**src/hdl/sht_pkg.sv**
```systemverilog
`timescale 1ns / 1ps

package sht_pkg;

    localparam int TABLE_DEPTH_DEF = 16;

    localparam int PID_W   = 16;
    localparam int SIG_W   = 4;
    localparam int HID_W   = 8;
    localparam int KEY_W   = PID_W + SIG_W;
    localparam int ENTRY_W = KEY_W + HID_W;
    localparam int OUTC_W  = 3;
    localparam int CNTO_W  = 5;

    // action codes
    localparam logic [1:0] ACTION_REG   = 2'd0;
    localparam logic [1:0] ACTION_UNREG = 2'd1;
    localparam logic [1:0] ACTION_DISP  = 2'd2;

    // outcome codes
    localparam logic [OUTC_W-1:0] OUTC_TERM   = 3'd0;
    localparam logic [OUTC_W-1:0] OUTC_IGNORE = 3'd1;
    localparam logic [OUTC_W-1:0] OUTC_STOP   = 3'd2;
    localparam logic [OUTC_W-1:0] OUTC_CONT   = 3'd3;
    localparam logic [OUTC_W-1:0] OUTC_CUSTOM = 3'd4;

    // signal codes
    localparam logic [SIG_W-1:0] SIGNO_TERM = 4'd0;
    localparam logic [SIG_W-1:0] SIGNO_KILL = 4'd1;
    localparam logic [SIG_W-1:0] SIGNO_INT  = 4'd2;
    localparam logic [SIG_W-1:0] SIGNO_HUP  = 4'd3;
    localparam logic [SIG_W-1:0] SIGNO_USR1 = 4'd4;
    localparam logic [SIG_W-1:0] SIGNO_USR2 = 4'd5;
    localparam logic [SIG_W-1:0] SIGNO_CHLD = 4'd6;
    localparam logic [SIG_W-1:0] SIGNO_STOP = 4'd7;
    localparam logic [SIG_W-1:0] SIGNO_CONT = 4'd8;
    localparam logic [SIG_W-1:0] NUM_SIGS   = 4'd9;

    typedef struct packed {
        logic load;         // capture the input item
        logic search_step;  // issue next lookup read
        logic write_entry;  // store register entry (hit slot or append)
        logic count_inc;
        logic count_dec;
        logic set_ok;
        logic set_custom;   // capture handler of the hit entry
        logic start_shift;  // begin closing the gap after the hit slot
        logic shift_step;
        logic out_load;
    } sht_cmd_t;

    typedef struct packed {
        logic [1:0] action;
        logic       need_search;
        logic       hit;
        logic       hit_nonzero;
        logic       exhausted;
        logic       room;
        logic       out_free;
    } sht_status_t;

    function automatic logic [OUTC_W-1:0] default_act(input logic [SIG_W-1:0] sig);
        logic [OUTC_W-1:0] res;
        case (sig)
            SIGNO_TERM, SIGNO_KILL, SIGNO_INT, SIGNO_HUP: res = OUTC_TERM;
            SIGNO_USR1, SIGNO_USR2, SIGNO_CHLD:           res = OUTC_IGNORE;
            SIGNO_STOP:                                   res = OUTC_STOP;
            SIGNO_CONT:                                   res = OUTC_CONT;
            default:                                      res = OUTC_IGNORE;
        endcase
        return res;
    endfunction

endpackage

```
**src/hdl/sht_ram.sv**
```systemverilog
`timescale 1ns / 1ps

module sht_ram #(
    parameter int WIDTH = 8,
    parameter int DEPTH = 16,
    parameter int ADDR_W = (DEPTH > 1) ? $clog2(DEPTH) : 1
) (
    input  logic              aclk,
    input  logic              wr_en,
    input  logic [ADDR_W-1:0] wr_addr,
    input  logic [WIDTH-1:0]  wr_data,
    input  logic [ADDR_W-1:0] rd_addr,
    output logic [WIDTH-1:0]  rd_data
);

    logic [WIDTH-1:0] mem [DEPTH];
    logic [WIDTH-1:0] rd_data_reg;

    always_ff @(posedge aclk) begin
        if (wr_en) begin
            mem[wr_addr] <= wr_data;
        end
        rd_data_reg <= mem[rd_addr];
    end

    assign rd_data = rd_data_reg;

endmodule

```
**src/hdl/sht_ctrl.sv**
```systemverilog
`timescale 1ns / 1ps

module sht_ctrl (
    input  logic                 aclk,
    input  logic                 aresetn,
    input  logic                 s_valid,
    output logic                 s_ready,
    input  sht_pkg::sht_status_t status,
    output sht_pkg::sht_cmd_t    cmd
);

    localparam logic [1:0] ST_IDLE   = 2'd0;
    localparam logic [1:0] ST_SEARCH = 2'd1;
    localparam logic [1:0] ST_SHIFT  = 2'd2;
    localparam logic [1:0] ST_RESULT = 2'd3;

    logic [1:0] state_reg;
    logic [1:0] state_next;

    always_ff @(posedge aclk) begin
        if (!aresetn) begin
            state_reg <= ST_IDLE;
        end else begin
            state_reg <= state_next;
        end
    end

    assign s_ready = (state_reg == ST_IDLE);

    always_comb begin
        state_next = state_reg;
        cmd        = '0;
        case (state_reg)
            ST_IDLE: begin
                if (s_valid) begin
                    cmd.load   = 1'b1;
                    state_next = ST_SEARCH;
                end
            end
            ST_SEARCH: begin
                if (!status.need_search) begin
                    state_next = ST_RESULT;
                end else if (status.hit || status.exhausted) begin
                    state_next = ST_RESULT;
                    case (status.action)
                        sht_pkg::ACTION_REG: begin
                            if (status.hit) begin
                                cmd.write_entry = 1'b1;
                                cmd.set_ok      = 1'b1;
                            end else if (status.room) begin
                                cmd.write_entry = 1'b1;
                                cmd.count_inc   = 1'b1;
                                cmd.set_ok      = 1'b1;
                            end
                        end
                        sht_pkg::ACTION_UNREG: begin
                            if (status.hit) begin
                                cmd.start_shift = 1'b1;
                                state_next      = ST_SHIFT;
                            end
                        end
                        sht_pkg::ACTION_DISP: begin
                            cmd.set_custom = status.hit && status.hit_nonzero;
                        end
                        default: ;
                    endcase
                end else begin
                    cmd.search_step = 1'b1;
                end
            end
            ST_SHIFT: begin
                if (status.exhausted) begin
                    cmd.count_dec = 1'b1;
                    cmd.set_ok    = 1'b1;
                    state_next    = ST_RESULT;
                end else begin
                    cmd.shift_step = 1'b1;
                end
            end
            ST_RESULT: begin
                if (status.out_free) begin
                    cmd.out_load = 1'b1;
                    state_next   = ST_IDLE;
                end
            end
            default: state_next = ST_IDLE;
        endcase
    end

endmodule

```
**src/hdl/sht_datapath.sv**
```systemverilog
`timescale 1ns / 1ps

module sht_datapath #(
    parameter int TABLE_DEPTH = sht_pkg::TABLE_DEPTH_DEF
) (
    input  logic                         aclk,
    input  logic                         aresetn,
    input  sht_pkg::sht_cmd_t            cmd,
    output sht_pkg::sht_status_t         status,
    input  logic [1:0]                   s_action,
    input  logic [sht_pkg::PID_W-1:0]    s_pid,
    input  logic [sht_pkg::SIG_W-1:0]    s_sig,
    input  logic [sht_pkg::HID_W-1:0]    s_handler_id,
    output logic                         m_valid,
    input  logic                         m_ready,
    output logic                         m_ok,
    output logic [sht_pkg::OUTC_W-1:0]   m_outcome,
    output logic                         m_uncatchable,
    output logic [sht_pkg::HID_W-1:0]    m_found_handler,
    output logic [sht_pkg::CNTO_W-1:0]   m_entry_count
);

    localparam int ADDR_W  = (TABLE_DEPTH > 1) ? $clog2(TABLE_DEPTH) : 1;
    localparam int CNT_W   = $clog2(TABLE_DEPTH + 1);
    localparam int ENTRY_W = sht_pkg::ENTRY_W;
    localparam int HID_W   = sht_pkg::HID_W;

    // captured item
    logic [1:0]                action_reg;
    logic [sht_pkg::PID_W-1:0] pid_reg;
    logic [sht_pkg::SIG_W-1:0] sig_reg;
    logic [HID_W-1:0]          hid_reg;

    logic [CNT_W-1:0]  count_reg, count_next;
    logic [CNT_W-1:0]  rd_idx_reg, rd_idx_next;
    logic              pend_reg, pend_next;
    logic [ADDR_W-1:0] pend_idx_reg, pend_idx_next;
    logic              ok_reg, custom_reg;
    logic [HID_W-1:0]  hd_reg;

    logic              m_valid_reg;
    logic              m_ok_reg;
    logic [sht_pkg::OUTC_W-1:0] m_outcome_reg;
    logic              m_uncatchable_reg;
    logic [HID_W-1:0]  m_found_reg;
    logic [sht_pkg::CNTO_W-1:0] m_count_reg;

    logic              known, fixed, is_disp;
    logic              rd_more, step;
    logic [ENTRY_W-1:0] rd_data;
    logic              wr_en;
    logic [ADDR_W-1:0] wr_addr;
    logic [ENTRY_W-1:0] wr_data;
    logic [31:0]       count_ext;
    logic [sht_pkg::OUTC_W-1:0] outcome_val;

    assign known   = (sig_reg < sht_pkg::NUM_SIGS);
    assign fixed   = (sig_reg == sht_pkg::SIGNO_KILL) || (sig_reg == sht_pkg::SIGNO_STOP);
    assign is_disp = (action_reg == sht_pkg::ACTION_DISP);

    assign rd_more = (rd_idx_reg < count_reg);
    assign step    = cmd.search_step || cmd.shift_step;

    always_comb begin
        status.action      = action_reg;
        status.need_search = known && ((action_reg == sht_pkg::ACTION_UNREG) ||
                             (((action_reg == sht_pkg::ACTION_REG) || is_disp) && !fixed));
        status.hit         = pend_reg && (rd_data[ENTRY_W-1:HID_W] == {pid_reg, sig_reg});
        status.hit_nonzero = (rd_data[HID_W-1:0] != '0);
        status.exhausted   = !pend_reg && !rd_more;
        status.room        = (count_reg < CNT_W'(TABLE_DEPTH));
        status.out_free    = !m_valid_reg || m_ready;
    end

    // read pipeline shared by lookup and gap closing
    always_comb begin
        rd_idx_next   = rd_idx_reg;
        pend_next     = 1'b0;
        pend_idx_next = pend_idx_reg;
        if (cmd.load) begin
            rd_idx_next = '0;
        end else if (cmd.start_shift) begin
            rd_idx_next = CNT_W'(pend_idx_reg) + CNT_W'(1);
        end else if (step && rd_more) begin
            rd_idx_next   = rd_idx_reg + CNT_W'(1);
            pend_next     = 1'b1;
            pend_idx_next = rd_idx_reg[ADDR_W-1:0];
        end
    end

    always_comb begin
        wr_en   = 1'b0;
        wr_addr = pend_idx_reg;
        wr_data = {pid_reg, sig_reg, hid_reg};
        if (cmd.write_entry) begin
            wr_en   = 1'b1;
            // overwrite the hit slot, else append at the end
            wr_addr = status.hit ? pend_idx_reg : count_reg[ADDR_W-1:0];
        end else if (cmd.shift_step && pend_reg) begin
            wr_en   = 1'b1;
            wr_addr = pend_idx_reg - ADDR_W'(1);
            wr_data = rd_data;
        end
    end

    sht_ram #(
        .WIDTH (ENTRY_W),
        .DEPTH (TABLE_DEPTH),
        .ADDR_W(ADDR_W)
    ) u_table (
        .aclk   (aclk),
        .wr_en  (wr_en),
        .wr_addr(wr_addr),
        .wr_data(wr_data),
        .rd_addr(rd_idx_reg[ADDR_W-1:0]),
        .rd_data(rd_data)
    );

    always_comb begin
        count_next = count_reg;
        if (cmd.count_inc) begin
            count_next = count_reg + CNT_W'(1);
        end else if (cmd.count_dec) begin
            count_next = count_reg - CNT_W'(1);
        end
    end

    always_ff @(posedge aclk) begin
        if (!aresetn) begin
            count_reg <= '0;
            pend_reg  <= 1'b0;
        end else begin
            count_reg <= count_next;
            pend_reg  <= pend_next;
        end
    end

    always_ff @(posedge aclk) begin
        rd_idx_reg   <= rd_idx_next;
        pend_idx_reg <= pend_idx_next;
        if (cmd.load) begin
            action_reg <= s_action;
            pid_reg    <= s_pid;
            sig_reg    <= s_sig;
            hid_reg    <= s_handler_id;
            ok_reg     <= 1'b0;
            custom_reg <= 1'b0;
        end else begin
            if (cmd.set_ok) begin
                ok_reg <= 1'b1;
            end
            if (cmd.set_custom) begin
                custom_reg <= 1'b1;
                hd_reg     <= rd_data[HID_W-1:0];
            end
        end
    end

    // result register
    assign count_ext = 32'(count_reg);

    always_comb begin
        if (!is_disp) begin
            outcome_val = sht_pkg::OUTC_TERM;
        end else if (!known) begin
            outcome_val = sht_pkg::OUTC_IGNORE;
        end else if (custom_reg) begin
            outcome_val = sht_pkg::OUTC_CUSTOM;
        end else begin
            outcome_val = sht_pkg::default_act(sig_reg);
        end
    end

    always_ff @(posedge aclk) begin
        if (!aresetn) begin
            m_valid_reg <= 1'b0;
        end else if (cmd.out_load) begin
            m_valid_reg <= 1'b1;
        end else if (m_ready) begin
            m_valid_reg <= 1'b0;
        end
    end

    always_ff @(posedge aclk) begin
        if (cmd.out_load) begin
            m_ok_reg          <= is_disp || ok_reg;
            m_outcome_reg     <= outcome_val;
            m_uncatchable_reg <= fixed;
            m_found_reg       <= custom_reg ? hd_reg : '0;
            m_count_reg       <= count_ext[sht_pkg::CNTO_W-1:0];
        end
    end

    assign m_valid         = m_valid_reg;
    assign m_ok            = m_ok_reg;
    assign m_outcome       = m_outcome_reg;
    assign m_uncatchable   = m_uncatchable_reg;
    assign m_found_handler = m_found_reg;
    assign m_entry_count   = m_count_reg;

endmodule

```
**src/hdl/signal_handler_table_top.sv**
```systemverilog
`timescale 1ns / 1ps

// signal handler table: maps (pid, sig) keys to handler ids in a packed table
// input channel s_*: one item is an action (register, unregister, dispatch),
// a pid, a signal code and a handler id; accepted when s_valid and s_ready
// output channel m_*: one result item per input item, held in an output
// register until m_valid and m_ready are both high
// items are processed one at a time; s_ready is high only while idle
// steps: the item is captured, then a lookup reads one table slot per
// cycle from the single-port-read table ram, an unregister then shifts
// later entries down to close the gap, and the result is loaded into the
// output register
// unknown signals, unused actions and kill/stop reg/dispatch skip the lookup
// the next item is taken the cycle after the result is registered
// a stalled receiver holds the result; a second finished item waits in the
// block until the output register frees, with s_ready low meanwhile
// reset empties the table (entry count 0) and clears both channels;
// table contents need no clearing pass
module signal_handler_table_top #(
    parameter int TABLE_DEPTH = sht_pkg::TABLE_DEPTH_DEF
) (
    input  logic                         aclk,
    input  logic                         aresetn,
    input  logic                         s_valid,
    output logic                         s_ready,
    input  logic [1:0]                   s_action,
    input  logic [sht_pkg::PID_W-1:0]    s_pid,
    input  logic [sht_pkg::SIG_W-1:0]    s_sig,
    input  logic [sht_pkg::HID_W-1:0]    s_handler_id,
    output logic                         m_valid,
    input  logic                         m_ready,
    output logic                         m_ok,
    output logic [sht_pkg::OUTC_W-1:0]   m_outcome,
    output logic                         m_uncatchable,
    output logic [sht_pkg::HID_W-1:0]    m_found_handler,
    output logic [sht_pkg::CNTO_W-1:0]   m_entry_count
);

    sht_pkg::sht_cmd_t    cmd;
    sht_pkg::sht_status_t status;

    sht_ctrl u_ctrl (
        .aclk   (aclk),
        .aresetn(aresetn),
        .s_valid(s_valid),
        .s_ready(s_ready),
        .status (status),
        .cmd    (cmd)
    );

    sht_datapath #(
        .TABLE_DEPTH(TABLE_DEPTH)
    ) u_datapath (
        .aclk           (aclk),
        .aresetn        (aresetn),
        .cmd            (cmd),
        .status         (status),
        .s_action       (s_action),
        .s_pid          (s_pid),
        .s_sig          (s_sig),
        .s_handler_id   (s_handler_id),
        .m_valid        (m_valid),
        .m_ready        (m_ready),
        .m_ok           (m_ok),
        .m_outcome      (m_outcome),
        .m_uncatchable  (m_uncatchable),
        .m_found_handler(m_found_handler),
        .m_entry_count  (m_entry_count)
    );

`ifndef SYNTHESIS
    a_busy_after_accept: assert property (@(posedge aclk) disable iff (!aresetn)
        s_valid && s_ready |=> !s_ready)
        else $error("block took a second item while busy");

    a_custom_has_handler: assert property (@(posedge aclk) disable iff (!aresetn)
        m_valid && (m_outcome == sht_pkg::OUTC_CUSTOM) |-> m_found_handler != '0)
        else $error("custom outcome with zero handler");

    a_handler_only_custom: assert property (@(posedge aclk) disable iff (!aresetn)
        m_valid && (m_found_handler != '0) |-> m_outcome == sht_pkg::OUTC_CUSTOM)
        else $error("handler reported without custom outcome");

    a_fixed_not_custom: assert property (@(posedge aclk) disable iff (!aresetn)
        m_valid && m_uncatchable |-> m_outcome != sht_pkg::OUTC_CUSTOM)
        else $error("uncatchable signal dispatched to a handler");
`endif

endmodule
```
**config.mk**
```make
export PLATFORM = sky130hd
export DESIGN_NAME = signal_handler_table_top
export DESIGN_NICKNAME = d
export VERILOG_FILES = /design/src/hdl/sht_pkg.sv /design/src/hdl/sht_ram.sv /design/src/hdl/sht_ctrl.sv /design/src/hdl/sht_datapath.sv /design/src/hdl/signal_handler_table_top.sv
export SDC_FILE = /design/constraint.sdc
export NUM_CORES = 1
export LEC_CHECK = 0
export BUFFER_PORTS_ARGS = -buffer_cell sky130_fd_sc_hd__buf_2
export CAP_MARGIN = 0
export CORE_MARGIN = 4
export CORE_UTILIZATION = 62
export DETAILED_ROUTE_END_ITERATION = 8
export PLACE_DENSITY = 0.81
export SLEW_MARGIN = 25
export SYNTH_ARGS = -nofsm -noshare
export SYNTH_HDL_FRONTEND = slang
export SYNTH_SLANG_ARGS = --single-unit
```
**constraint.sdc**
```tcl
create_clock -name aclk -period 8.1 [get_ports aclk]
set_input_delay 0.81 -clock aclk [delete_from_list [all_inputs] [get_ports aclk]]
set_output_delay 0.81 -clock aclk [all_outputs]
set_load 0.03 [all_outputs]
```
==> tab_implementation.tex, run 1 <==
\begin{tabular}{lr}
\hline
Metric & Value \\
\hline
\multicolumn{2}{l}{\textbf{Floorplan}} \\
Width of the die & a little under 200 microns \\
Count of pins on the block boundary & 54 \\
Die extent in y & 194 microns \\
Starting Density & 0.636 \\
Core outline area & between 0.03 and 0.04 sq mm \\
Area enclosed by the die boundary & $\sim$0.038 sq mm \\
Std cell rows & between 60 and 70 \\
\multicolumn{2}{l}{\textbf{Synth}} \\
Basic-gate share of the synthesized area counting and, or, nand and nor cells & 0.0303 \\
Synthesized net count & roughly 1100 \\
Netlist area before placement & 0.0215 sq mm \\
Area share of xor/xnor cells in the synthesized design & 0.0122 \\
Largest area contributor in the netlist & sky130\_fd\_sc\_hd\_\_edfxtp\_1 \\
Compound-gate portion of the synthesized area & 0.0218 \\
Number of enable flip-flop cells after synthesis & around 510 \\
Synthesized netlist cell count & roughly 1000 \\
Multiplexer area fraction after synthesis & 0.163 \\
Biggest area contributors in the synthesized netlist & sky130\_fd\_sc\_hd\_\_edfxtp\_1 (71\%), sky130\_fd\_sc\_hd\_\_mux4\_2 (15\%), sky130\_fd\_sc\_hd\_\_dfxtp\_1 (4.3\%) \\
Yosys warning total & 0 \\
Share of synthesized cell area in full adder, half adder and majority cells & 0.00849 \\
Library cells used by synthesis & 64 \\
Dominant combinational cell family by area after synthesis & multiplexers \\
Portion of synthesized cell area occupied by the leading cell type & 0.709 \\
Synthesized flop and latch total & 554 \\
List of most frequent post-synthesis cells & sky130\_fd\_sc\_hd\_\_edfxtp\_1 (508), sky130\_fd\_sc\_hd\_\_mux4\_2 (140), sky130\_fd\_sc\_hd\_\_dfxtp\_1 (46) \\
Commonest register cell after synthesis & sky130\_fd\_sc\_hd\_\_edfxtp\_1 \\
Most frequent cell after synthesis & sky130\_fd\_sc\_hd\_\_edfxtp\_1 \\
Sequential area share after synthesis & 0.751 \\
Ys async rst share & 0 \\
Per-instance average area after synthesis & roughly 21 sq um \\
\multicolumn{2}{l}{\textbf{Power}} \\
Internal power consumption & about 5 mW \\
Worst vdd ir & 0.192 mV \\
Net switching power & around 1.8 mW \\
Sequential power share & 0.513 \\
Combinational share of power & 0.159 \\
Net Sw Frac & 0.262 \\
Reported leakage power & 7.57 nW \\
Overall power & 6.94 mW \\
Pwr dens & between 200 and 300 mW/mm\^{}2 \\
Clock power share & 0.328 \\
\multicolumn{2}{l}{\textbf{Global route}} \\
Overflow left after global routing & 0 \\
Wire length of the first global-routing pass & between 60000 and 70000 microns \\
GRT Resource Usage Total & 0.244 \\
Vias in the first global route & about 10000 \\
Number of antenna violations at the first check in global routing & 0 \\
Pin count of the biggest net entering global routing & 67 \\
\multicolumn{2}{l}{\textbf{Clock network}} \\
Buffer count from post-CTS setup fixing & 0 \\
TritonCTS clock tree & yes \\
Number of buffers on the longest clock path & 3 \\
TritonCTS sink count & between 500 and 600 \\
CTS clock-pin slew for the worst setup and hold paths & roughly 0.060 ns \\
Hold Buf Count CTS & 0 \\
Worst-Skew Late Latency & just under 0.6 ns \\
CTS root buf & sky130\_fd\_sc\_hd\_\_clkbuf\_16 \\
CTS resizes & 0 \\
CTS H-tree depth & 2 \\
Number of buffers created by CTS & 52 \\
\multicolumn{2}{l}{\textbf{Timing}} \\
Worst Skew & a little under 0.02 ns \\
RSZ-0062 raised after global routing & false \\
Final setup violation count & 0 \\
Final hold vios & 0 \\
Time the worst path needs with I/O delays and setup & about 4.3 ns \\
Tcrit/Tclk final & 0.535 \\
Pin slew with the least headroom to its limit & roughly 1.0 ns \\
Worst rel slew slack & 0.296 \\
Setup tns final & 0 ns \\
Slew Limit Fails & 0 \\
Highest clock rate & about 230 MHz \\
\multicolumn{2}{l}{\textbf{Worst setup path}} \\
Critical path startpoint category & register \\
Required time of the worst setup path & 8.34 ns \\
Worst Path Max Fanout & 32 \\
Type of the worst setup path & reg2reg \\
Arrival time of the worst setup path & between 4 and 5 ns \\
Kind of end point of the critical path & register \\
\multicolumn{2}{l}{\textbf{Detailed routing}} \\
Mean number of vias per cell & around 6.6 \\
DRC viols & 0 \\
Met1 Routed Length & 18400 microns \\
Total wire length after detailed routing & $\sim$45000 microns \\
Average wire per cell in the routed design & 28.7 microns \\
Starting DRT DRC Count & 1235 \\
Initial DRT Pass Iterations & 5 \\
Remaining antenna violation count after routing & 0 \\
Overall via count from detail\_route & around 10000 \\
Uppermost layer routed & met4 \\
Met3 wire length & about 5400 microns \\
Wire length on met2 & between 20000 and 25000 microns \\
\multicolumn{2}{l}{\textbf{Place}} \\
Final HPWL DP & roughly 27000 microns \\
Number of buffer cells added on primary ports & 53 \\
GPL Wtd Cong & $\sim$0.85 \\
\multicolumn{2}{l}{\textbf{Outcome}} \\
Result of the run & completed \\
\multicolumn{2}{l}{\textbf{Worst hold path}} \\
Worst min-delay path category & in2reg \\
\multicolumn{2}{l}{\textbf{Finish}} \\
P\&R area growth vs syn & 11.6\% \\
Net total in the final layout & $\sim$1100 \\
Fraction of layout cells with a size suffix above 1 & 0.308 \\
Largest register FFs & between 400 and 500 \\
Antenna diode count & 0 \\
\multicolumn{2}{l}{\textbf{Flow run}} \\
Count of maximum capacitance violations & 0 \\
\hline
\end{tabular}
[stage by stage]
stage | cells | instance area (sq um) | hold WS [ns] | util | setup WS [ns]
global placement | 1485 | 22400 | 0.417 | 0.662 | 3.93
CTS | 1582 | 24000 | 0.380 | 0.709 | 3.78
global route | 1582 | 24000 | 0.385 | 0.709 | 3.51
floorplan | 1004 | 21500 | 0.403 | - | 3.73
detailed placement | 1485 | 22400 | 0.416 | 0.662 | 3.84
finish | 1582 | 24000 | 0.405 | 0.709 | 3.76
[metal layers]
layer | vias up | global-route usage
met1 | 5416 | 0.376
li1 | 4335 | -
met3 | 72 | 0.0807
met5 | - | 0
met2 | 550 | 0.352
met4 | 0 | 0.0534
[kinds of logic after synthesis]
group | Yosys count
compound gates | 60
xor+xnor | 30
fa+ha+maj | 14
buf+inv | 60
flops | 554
mux | 173
simple gates | 113
[critical path, cell delays in order, from the launching register on]
cell and delay, ns:
sky130_fd_sc_hd__dfxtp_2 0.93, sky130_fd_sc_hd__ha_1 0.29, sky130_fd_sc_hd__o211ai_1 0.11, sky130_fd_sc_hd__o211ai_1 0.23
sky130_fd_sc_hd__and2_1 0.26, sky130_fd_sc_hd__nand3_4 0.19, sky130_fd_sc_hd__a31oi_1 0.32, sky130_fd_sc_hd__o211ai_2 0.30
sky130_fd_sc_hd__nor3_2 0.91, sky130_fd_sc_hd__buf_4 0.45
[power groups by stage]
stage | Clock, mW | Combinational, mW | Sequential (mW)
after global routing | 2.45 | 1.20 | 3.57
after CTS | 2.31 | 1.10 | 3.55
after floorplan | 0 | 0.779 | 3.56
after detailed placement | 0 | 1.08 | 3.61
final | 2.28 | 1.11 | 3.56
after global placement | 0 | 1.05 | 3.60
[final cells by class]
class | instances | area, sq um
clock buffers | 76 | 1450
clock inverters | 21 | 138
fillers | 1961 | 9850
inverters | 18 | 67.6
multi-input cells | 390 | 5170
flip-flops and latches | 554 | 16200
well taps | 448 | 561
repair buffers | 75 | 438
[path summary, 6_finish.rpt]
path,startpoint,endpoint,slack [ns],cells past startpoint
hold / removal,s_handler_id[4],u_datapath.hid_reg[4]$_DFFE_PP_,0.40,1
setup / recovery,u_datapath.rd_idx_reg[3]$_SDFFE_PP0P_,u_datapath.u_table.mem[12][13]$_DFFE_PP_,3.76,9
setup reg to reg,u_datapath.rd_idx_reg[3]$_SDFFE_PP0P_,u_datapath.u_table.mem[12][13]$_DFFE_PP_,3.76,9
hold reg to reg,u_datapath.count_reg[4]$_SDFFE_PN0P_,u_datapath.m_entry_count[4]$_DFFE_PP_,0.43,0
[layout by cell type, fill, tap and decap left out, types with 9 or more instances in the layout]
cell type and count:
sky130_fd_sc_hd__ha_1 13, sky130_fd_sc_hd__and2_1 13, sky130_fd_sc_hd__xnor2_1 21, sky130_fd_sc_hd__buf_2 53, sky130_fd_sc_hd__dfxtp_1 42, sky130_fd_sc_hd__inv_1 17, sky130_fd_sc_hd__xor2_1 9, sky130_fd_sc_hd__mux2_2 28
sky130_fd_sc_hd__nor2b_1 10, sky130_fd_sc_hd__mux4_2 140, sky130_fd_sc_hd__clkinv_2 10, sky130_fd_sc_hd__o21ai_0 13, sky130_fd_sc_hd__a21oi_1 11, sky130_fd_sc_hd__nand2_1 22, sky130_fd_sc_hd__nor3_2 15, sky130_fd_sc_hd__buf_4 20
sky130_fd_sc_hd__edfxtp_1 508, sky130_fd_sc_hd__clkbuf_1 19, sky130_fd_sc_hd__clkbuf_16 53
No activity file was read; power rests on OpenSTA's default activity.
==> inputs of run 2 (changes only) <==
- clock period: 8.1 -> 4.1 ns (I/O delays scaled with it)
==> tab_implementation.tex, run 2 (same netlist as run 1, synthesis figures left out) <==
\begin{tabular}{lr}
\hline
Metric & Value \\
\hline
\multicolumn{2}{l}{\textbf{Outcome}} \\
Result of the run & completed (unchanged) \\
\multicolumn{2}{l}{\textbf{Power}} \\
Reported leakage power & 7.78 nW (was 7.57 nW) \\
Overall power & 14.1 mW (was 6.94 mW) \\
Worst vdd ir & 0.383 mV (was 0.192 mV) \\
Pwr dens & 577 mW/mm\^{}2 (was 289 mW/mm\^{}2) \\
\multicolumn{2}{l}{\textbf{Timing}} \\
RSZ-0062 raised after global routing & false (unchanged) \\
Final setup violation count & 0 (unchanged) \\
Final hold vios & 0 (unchanged) \\
Slew Limit Fails & 0 (unchanged) \\
Post-route worst hold slack & 0.0405 ns (was 0.405 ns) \\
Highest clock rate & 257 MHz (was 231 MHz) \\
Time the worst path needs with I/O delays and setup & 3.89 ns (was 4.34 ns) \\
Pin slew with the least headroom to its limit & 1.03 ns (was 1.05 ns) \\
Worst rel slew slack & 0.313 (was 0.296) \\
Tcrit/Tclk final & 0.948 (was 0.535) \\
Worst Skew & 0.0320 ns (was 0.0197 ns) \\
Worst setup slack after layout & 0.214 ns (was 3.76 ns) \\
\multicolumn{2}{l}{\textbf{Floorplan}} \\
Die extent in y & 194 microns (unchanged) \\
Width of the die & 194 microns (unchanged) \\
Count of pins on the block boundary & 54 (unchanged) \\
Starting Density & 0.636 (unchanged) \\
Area enclosed by the die boundary & 0.0378 sq mm (unchanged) \\
Core outline area & 0.0339 sq mm (unchanged) \\
Std cell rows & 67 (unchanged) \\
\multicolumn{2}{l}{\textbf{Detailed routing}} \\
Initial DRT Pass Iterations & 5 (unchanged) \\
Average wire per cell in the routed design & 29.7 microns (was 28.7 microns) \\
Starting DRT DRC Count & 1459 (was 1235) \\
Overall via count from detail\_route & 10600 (was 10400) \\
DRC viols & 0 (unchanged) \\
Mean number of vias per cell & 6.58 (was 6.56) \\
Total wire length after detailed routing & 48000 microns (was 45400 microns) \\
Remaining antenna violation count after routing & 0 (unchanged) \\
\multicolumn{2}{l}{\textbf{Global route}} \\
Met1 Track Usage GR & 0.378 (was 0.376) \\
Met2 global-route usage & 0.390 (was 0.352) \\
Wire length of the first global-routing pass & 71600 microns (was 68400 microns) \\
Overflow left after global routing & 0 (unchanged) \\
GRT Resource Usage Total & 0.257 (was 0.244) \\
Vias in the first global route & 10700 (was 10200) \\
Top Usage Layer GRT & met2 (was met1) \\
Pin count of the biggest net entering global routing & 117 (was 67) \\
Number of antenna violations at the first check in global routing & 5 (was 0) \\
Met3 usage in global routing & 0.0841 (was 0.0807) \\
\multicolumn{2}{l}{\textbf{Place}} \\
Final HPWL DP & 27900 microns (was 27400 microns) \\
Number of buffer cells added on primary ports & 53 (unchanged) \\
GPL Wtd Cong & 0.855 (was 0.851) \\
Minimum setup slack after placement & 0.294 ns (was 3.84 ns) \\
Placed inst area & 0.0225 sq mm (was 0.0224 sq mm) \\
\multicolumn{2}{l}{\textbf{Clock network}} \\
TritonCTS clock tree & yes (unchanged) \\
CTS clock-pin slew for the worst setup and hold paths & 0.06 ns (about the same) \\
Number of buffers created by CTS & 53 (was 52) \\
TritonCTS sink count & 554 (unchanged) \\
CTS root buf & sky130\_fd\_sc\_hd\_\_clkbuf\_16 (unchanged) \\
Number of buffers on the longest clock path & 3 (unchanged) \\
Worst-Skew Late Latency & 0.61 ns (was 0.58 ns) \\
CTS H-tree depth & 2 (unchanged) \\
Buffer count from post-CTS setup fixing & 0 (unchanged) \\
\multicolumn{2}{l}{\textbf{Worst setup path}} \\
Worst Path Max Fanout & 20 (was 32) \\
Type of the worst setup path & reg2reg (unchanged) \\
Reg2Reg Setup Slack & 0.21 ns (was 3.76 ns) \\
Arrival time of the worst setup path & 4.17 ns (was 4.58 ns) \\
Critical path startpoint category & register (unchanged) \\
Kind of end point of the critical path & register (unchanged) \\
Required time of the worst setup path & 4.38 ns (was 8.34 ns) \\
\multicolumn{2}{l}{\textbf{Finish}} \\
Post-route design area & 0.0245 sq mm (was 0.0240 sq mm) \\
Most common cell after layout, fill and taps aside & sky130\_fd\_sc\_hd\_\_edfxtp\_1 (unchanged) \\
Area occupied by multi-input gates & 0.00519 sq mm (was 0.00517 sq mm) \\
Commonest non-fill, non-tap cells in the layout & sky130\_fd\_sc\_hd\_\_edfxtp\_1 (508), sky130\_fd\_sc\_hd\_\_mux4\_2 (140), sky130\_fd\_sc\_hd\_\_clkbuf\_16 (54) (was sky130\_fd\_sc\_hd\_\_edfxtp\_1 (508), sky130\_fd\_sc\_hd\_\_mux4\_2 (140), sky130\_fd\_sc\_hd\_\_clkbuf\_16 (53), sky130\_fd\_sc\_hd\_\_buf\_2 (53), sky130\_fd\_sc\_hd\_\_dfxtp\_1 (42)) \\
Largest register FFs & 448 (unchanged) \\
Sequential Area & 0.0162 sq mm (unchanged) \\
Filler cell count in the final layout & 1905 (was 1961) \\
Net total in the final layout & 1171 (was 1139) \\
P\&R area growth vs syn & 13.8\% (was 11.6\%) \\
Fraction of layout cells with a size suffix above 1 & 0.315 (was 0.308) \\
Antenna diode count & 0 (unchanged) \\
\multicolumn{2}{l}{\textbf{Flow run}} \\
Count of maximum capacitance violations & 0 (unchanged) \\
\multicolumn{2}{l}{\textbf{Worst hold path}} \\
Worst min-delay path category & in2reg (unchanged) \\
\hline
\end{tabular}
## run 2: final cells by class
type / instances / share of cell area
clock buffers: 78 / 0.0613
flip-flops and latches: 554 / 0.661
well taps: 448 / 0.0229
multi-input cells: 390 / 0.212
clock inverters: 22 / 0.00910
repair buffers: 106 / 0.0310
inverters: 18 / 0.00276
## run 2: repair_timing
| action | in CTS | in global routing |
|---|---|---|
| setup endpoints to repair | 0 | 14 |
| hold endpoints to repair | 20 | 0 |
| hold buffers | 20 | 0 |
| gates resized for setup | 0 | 1 |
## run 2: worst paths after layout
check                                       start                                      to  cells after the start
min                                      s_pid[5]         u_datapath.pid_reg[5]$_DFFE_PP_                      1
min reg2reg  u_datapath.count_reg[4]$_SDFFE_PN0P_   u_datapath.m_entry_count[4]$_DFFE_PP_                      0
max               u_datapath.sig_reg[1]$_DFFE_PP_  u_datapath.u_table.mem[1][2]$_DFFE_PP_                      8
max reg2reg       u_datapath.sig_reg[1]$_DFFE_PP_  u_datapath.u_table.mem[1][2]$_DFFE_PP_                      8
## run 2: worst max-delay path: stages, from the launching register on
cell	delay [ns]
sky130_fd_sc_hd__edfxtp_1	0.51
sky130_fd_sc_hd__o31ai_4	0.36
sky130_fd_sc_hd__and3b_2	0.27
sky130_fd_sc_hd__and3_1	0.41
sky130_fd_sc_hd__and4_1	0.42
sky130_fd_sc_hd__o21ba_2	0.19
sky130_fd_sc_hd__o21ai_0	0.26
sky130_fd_sc_hd__nor3_2	0.86
sky130_fd_sc_hd__buf_12	0.28
## run 2: layer usage
layer	wire length [microns]	vias to the layer above
met1	18900	5525
li1	-	4407
met5	69	-
met2	22700	624
met3	5480	75
met4	813	10
## run 2: power breakdown
group	total (mW)	leakage (nW)	internal (mW)	switching, mW
Clock	4.81	0.836	2.74	2.07
Sequential	6.97	4.97	6.75	0.224
Combinational	2.35	1.98	0.885	1.46
Total	14.1	7.78	10.4	3.75
## run 2: metrics by stage
step	utilization	cells	TNS (ns)
after floorplan	-	1004	-97.39
after global placement	0.665	1495	0
after detailed placement	0.665	1495	0
after CTS	0.722	1615	0
after global routing	0.723	1616	0
final	0.723	1616	0
==> inputs of run 3 (changes only) <==
- CORE_UTILIZATION: 62 -> 35
- PLACE_DENSITY: 0.81 -> 0.52
- SETUP_SLACK_MARGIN: not set -> 0.4
==> tab_implementation.tex, run 3 (same netlist as run 1, synthesis figures left out) <==
\begin{tabular}{lr}
\hline
Metric & Value \\
\hline
\multicolumn{2}{l}{\textbf{Detailed routing}} \\
Starting DRT DRC Count & 915 (was 1459) \\
Initial DRT Pass Iterations & 5 (unchanged) \\
Mean number of vias per cell & 5.21 (was 6.58) \\
DRC viols & 0 (unchanged) \\
Remaining antenna violation count after routing & 0 (unchanged) \\
Overall via count from detail\_route & 10200 (was 10600) \\
Average wire per cell in the routed design & 24.9 microns (was 29.7 microns) \\
Total wire length after detailed routing & 48700 microns (was 48000 microns) \\
\multicolumn{2}{l}{\textbf{Timing}} \\
Worst rel slew slack & 0.351 (was 0.313) \\
Highest clock rate & 293 MHz (was 257 MHz) \\
Tcrit/Tclk final & 0.831 (was 0.948) \\
Worst Skew & 0.0177 ns (was 0.0320 ns) \\
Time the worst path needs with I/O delays and setup & 3.41 ns (was 3.89 ns) \\
RSZ-0062 raised after global routing & false (unchanged) \\
Slew Limit Fails & 0 (unchanged) \\
Final hold vios & 0 (unchanged) \\
Final setup violation count & 0 (unchanged) \\
Pin slew with the least headroom to its limit & 0.973 ns (was 1.03 ns) \\
\multicolumn{2}{l}{\textbf{Worst setup path}} \\
Arrival time of the worst setup path & 3.73 ns (was 4.17 ns) \\
CP Cell Sequence & o31ai\_4, and3b\_2, and3\_2, and4\_1, o22ai\_1, o21ai\_0, nor3\_2, buf\_4 (was o31ai\_4, and3b\_2, and3\_1, and4\_1, o21ba\_2, o21ai\_0, nor3\_2, buf\_12) \\
Required time of the worst setup path & 4.42 ns (was 4.38 ns) \\
Worst-path cell with the longest stage delay & sky130\_fd\_sc\_hd\_\_o21ai\_0 (was sky130\_fd\_sc\_hd\_\_nor3\_2) \\
Kind of end point of the critical path & register (unchanged) \\
Number of buffer and inverter stages on the critical path & 1 (unchanged) \\
Worst Path Max Fanout & 14 (was 20) \\
Highest cell delay on the worst timing path & 0.74 ns (was 0.86 ns) \\
Critical path startpoint category & register (unchanged) \\
Type of the worst setup path & reg2reg (unchanged) \\
Crit path max-delay family & compound AO/OA/AOI/OAI gates (was simple AND/OR/NAND/NOR gates) \\
\multicolumn{2}{l}{\textbf{Floorplan}} \\
Width of the die & 256 microns (was 194 microns) \\
Starting Density & 0.355 (was 0.636) \\
Count of pins on the block boundary & 54 (unchanged) \\
Die extent in y & 256 microns (was 194 microns) \\
Std cell rows & 90 (was 67) \\
Area enclosed by the die boundary & 0.0655 sq mm (was 0.0378 sq mm) \\
Core outline area & 0.0606 sq mm (was 0.0339 sq mm) \\
\multicolumn{2}{l}{\textbf{Flow run}} \\
Count of maximum capacitance violations & 0 (unchanged) \\
\multicolumn{2}{l}{\textbf{Finish}} \\
Filler cell count in the final layout & 5274 (was 1905) \\
Commonest non-fill, non-tap cells in the layout & sky130\_fd\_sc\_hd\_\_edfxtp\_1 (508), sky130\_fd\_sc\_hd\_\_mux4\_2 (140), sky130\_fd\_sc\_hd\_\_clkbuf\_16 (58) (was sky130\_fd\_sc\_hd\_\_edfxtp\_1 (508), sky130\_fd\_sc\_hd\_\_mux4\_2 (140), sky130\_fd\_sc\_hd\_\_clkbuf\_16 (54)) \\
P\&R area growth vs syn & 16.7\% (was 13.8\%) \\
Largest register FFs & 448 (unchanged) \\
Fraction of layout cells with a size suffix above 1 & 0.323 (was 0.315) \\
Sequential Area & 0.0162 sq mm (unchanged) \\
Area occupied by multi-input gates & 0.00520 sq mm (was 0.00519 sq mm) \\
Non-filler cells in the finished layout & 1954 (was 1616) \\
Most common cell after layout, fill and taps aside & sky130\_fd\_sc\_hd\_\_edfxtp\_1 (unchanged) \\
Net total in the final layout & 1171 (unchanged) \\
\multicolumn{2}{l}{\textbf{Global route}} \\
Pin count of the biggest net entering global routing & 84 (was 117) \\
Wire length of the first global-routing pass & 72100 microns (was 71600 microns) \\
Vias in the first global route & 10300 (was 10700) \\
Number of antenna violations at the first check in global routing & 9 (was 5) \\
GRT Resource Usage Total & 0.147 (was 0.257) \\
Overflow left after global routing & 0 (unchanged) \\
\multicolumn{2}{l}{\textbf{Power}} \\
Pwr dens & 576 mW/mm\^{}2 (was 577 mW/mm\^{}2) \\
Reported leakage power & 7.86 nW (was 7.78 nW) \\
Overall power & 14.5 mW (was 14.1 mW) \\
Worst vdd ir & 0.314 mV (was 0.383 mV) \\
\multicolumn{2}{l}{\textbf{Clock network}} \\
TritonCTS clock tree & yes (unchanged) \\
CTS clock-pin slew for the worst setup and hold paths & 0.06 ns (about the same) \\
Worst-Skew Late Latency & 0.60 ns (was 0.61 ns) \\
Number of buffers created by CTS & 57 (was 53) \\
Buffer count from post-CTS setup fixing & 0 (unchanged) \\
CTS root buf & sky130\_fd\_sc\_hd\_\_clkbuf\_16 (unchanged) \\
TritonCTS sink count & 554 (unchanged) \\
Number of buffers on the longest clock path & 3 (unchanged) \\
CTS H-tree depth & 2 (unchanged) \\
\multicolumn{2}{l}{\textbf{Worst hold path}} \\
Worst min-delay path category & in2reg (unchanged) \\
\multicolumn{2}{l}{\textbf{Place}} \\
Final HPWL DP & 30600 microns (was 27900 microns) \\
Placed cell count & 1829 (was 1495) \\
Number of buffer cells added on primary ports & 53 (unchanged) \\
GPL Wtd Cong & 0.794 (was 0.855) \\
\multicolumn{2}{l}{\textbf{Outcome}} \\
Result of the run & completed (unchanged) \\
\hline
\end{tabular}
[run 3: cell types whose count changed in the layout (fill, tap and decap cells not counted), moves of 3 or more]
cell and delta:
sky130_fd_sc_hd__buf_12 +7, sky130_fd_sc_hd__buf_4 -7, sky130_fd_sc_hd__clkbuf_1 -4, sky130_fd_sc_hd__clkbuf_16 +4, sky130_fd_sc_hd__clkbuf_8 +5, sky130_fd_sc_hd__clkinv_1 +3
sky130_fd_sc_hd__dlygate4sd3_1 -3
[run 3: per-layer routing]
| metal | up-vias | wire length, microns | track usage |
|---|---|---|---|
| li1 | 4418 | - | - |
| met1 | 5421 | 23800 | 0.231 |
| met2 | 266 | 21100 | 0.210 |
| met3 | 75 | 2580 | 0.0264 |
| met4 | 0 | 1200 | 0.0440 |
| met5 | - | 0 | 0 |
[run 3: final timing paths]
path                                              start                                     end  slack (ns)  depth (start not counted)
hold reg to reg   u_datapath.u_table.rd_data[1]$_DFF_P_          u_datapath.hd_reg[1]$_DFFE_PP_        0.46                          0
hold / removal                                 s_sig[1]         u_datapath.sig_reg[1]$_DFFE_PP_        0.05                          1
setup reg to reg        u_datapath.sig_reg[0]$_DFFE_PP_  u_datapath.u_table.mem[0][3]$_DFFE_PP_        0.69                          8
setup / recovery        u_datapath.sig_reg[0]$_DFFE_PP_  u_datapath.u_table.mem[0][3]$_DFFE_PP_        0.69                          8
[run 3: area by class of cell]
type / count / area share
timing repair buffer: 102 / 0.0314
inverter: 18 / 0.00269
clock buffer: 83 / 0.0659
clock inverter: 24 / 0.00947
antenna: 1 / 0.0000996
multi-input combinational: 390 / 0.207
tap: 782 / 0.0390
sequential: 554 / 0.644
[run 3: what timing repair did]
item                       4_1_cts  5_1_grt
setup endpoints to repair        0      264
resized for setup                0        2
hold endpoints to repair        17        0
hold buffers                    17        0
[run 3: power by group]
| group | internal, mW | switching [mW] |
|---|---|---|
| Clock | 3.05 | 2.11 |
| Sequential | 6.74 | 0.214 |
| Combinational | 0.870 | 1.48 |
[run 3: per-stage QoR]
step                      area (sq um)  worst slack [ns]  hold WS [ns]   util  setup TNS (ns)
after global placement           23000             0.532         0.442  0.380               0
after CTS                        25100             0.461       0.00883  0.414               0
final                            25100             0.692        0.0472  0.415               0
after floorplan                  21500            -0.270         0.403      -          -97.39
after global routing             25100             0.525        0.0156  0.414               0
after detailed placement         23000             0.464         0.446  0.380               0
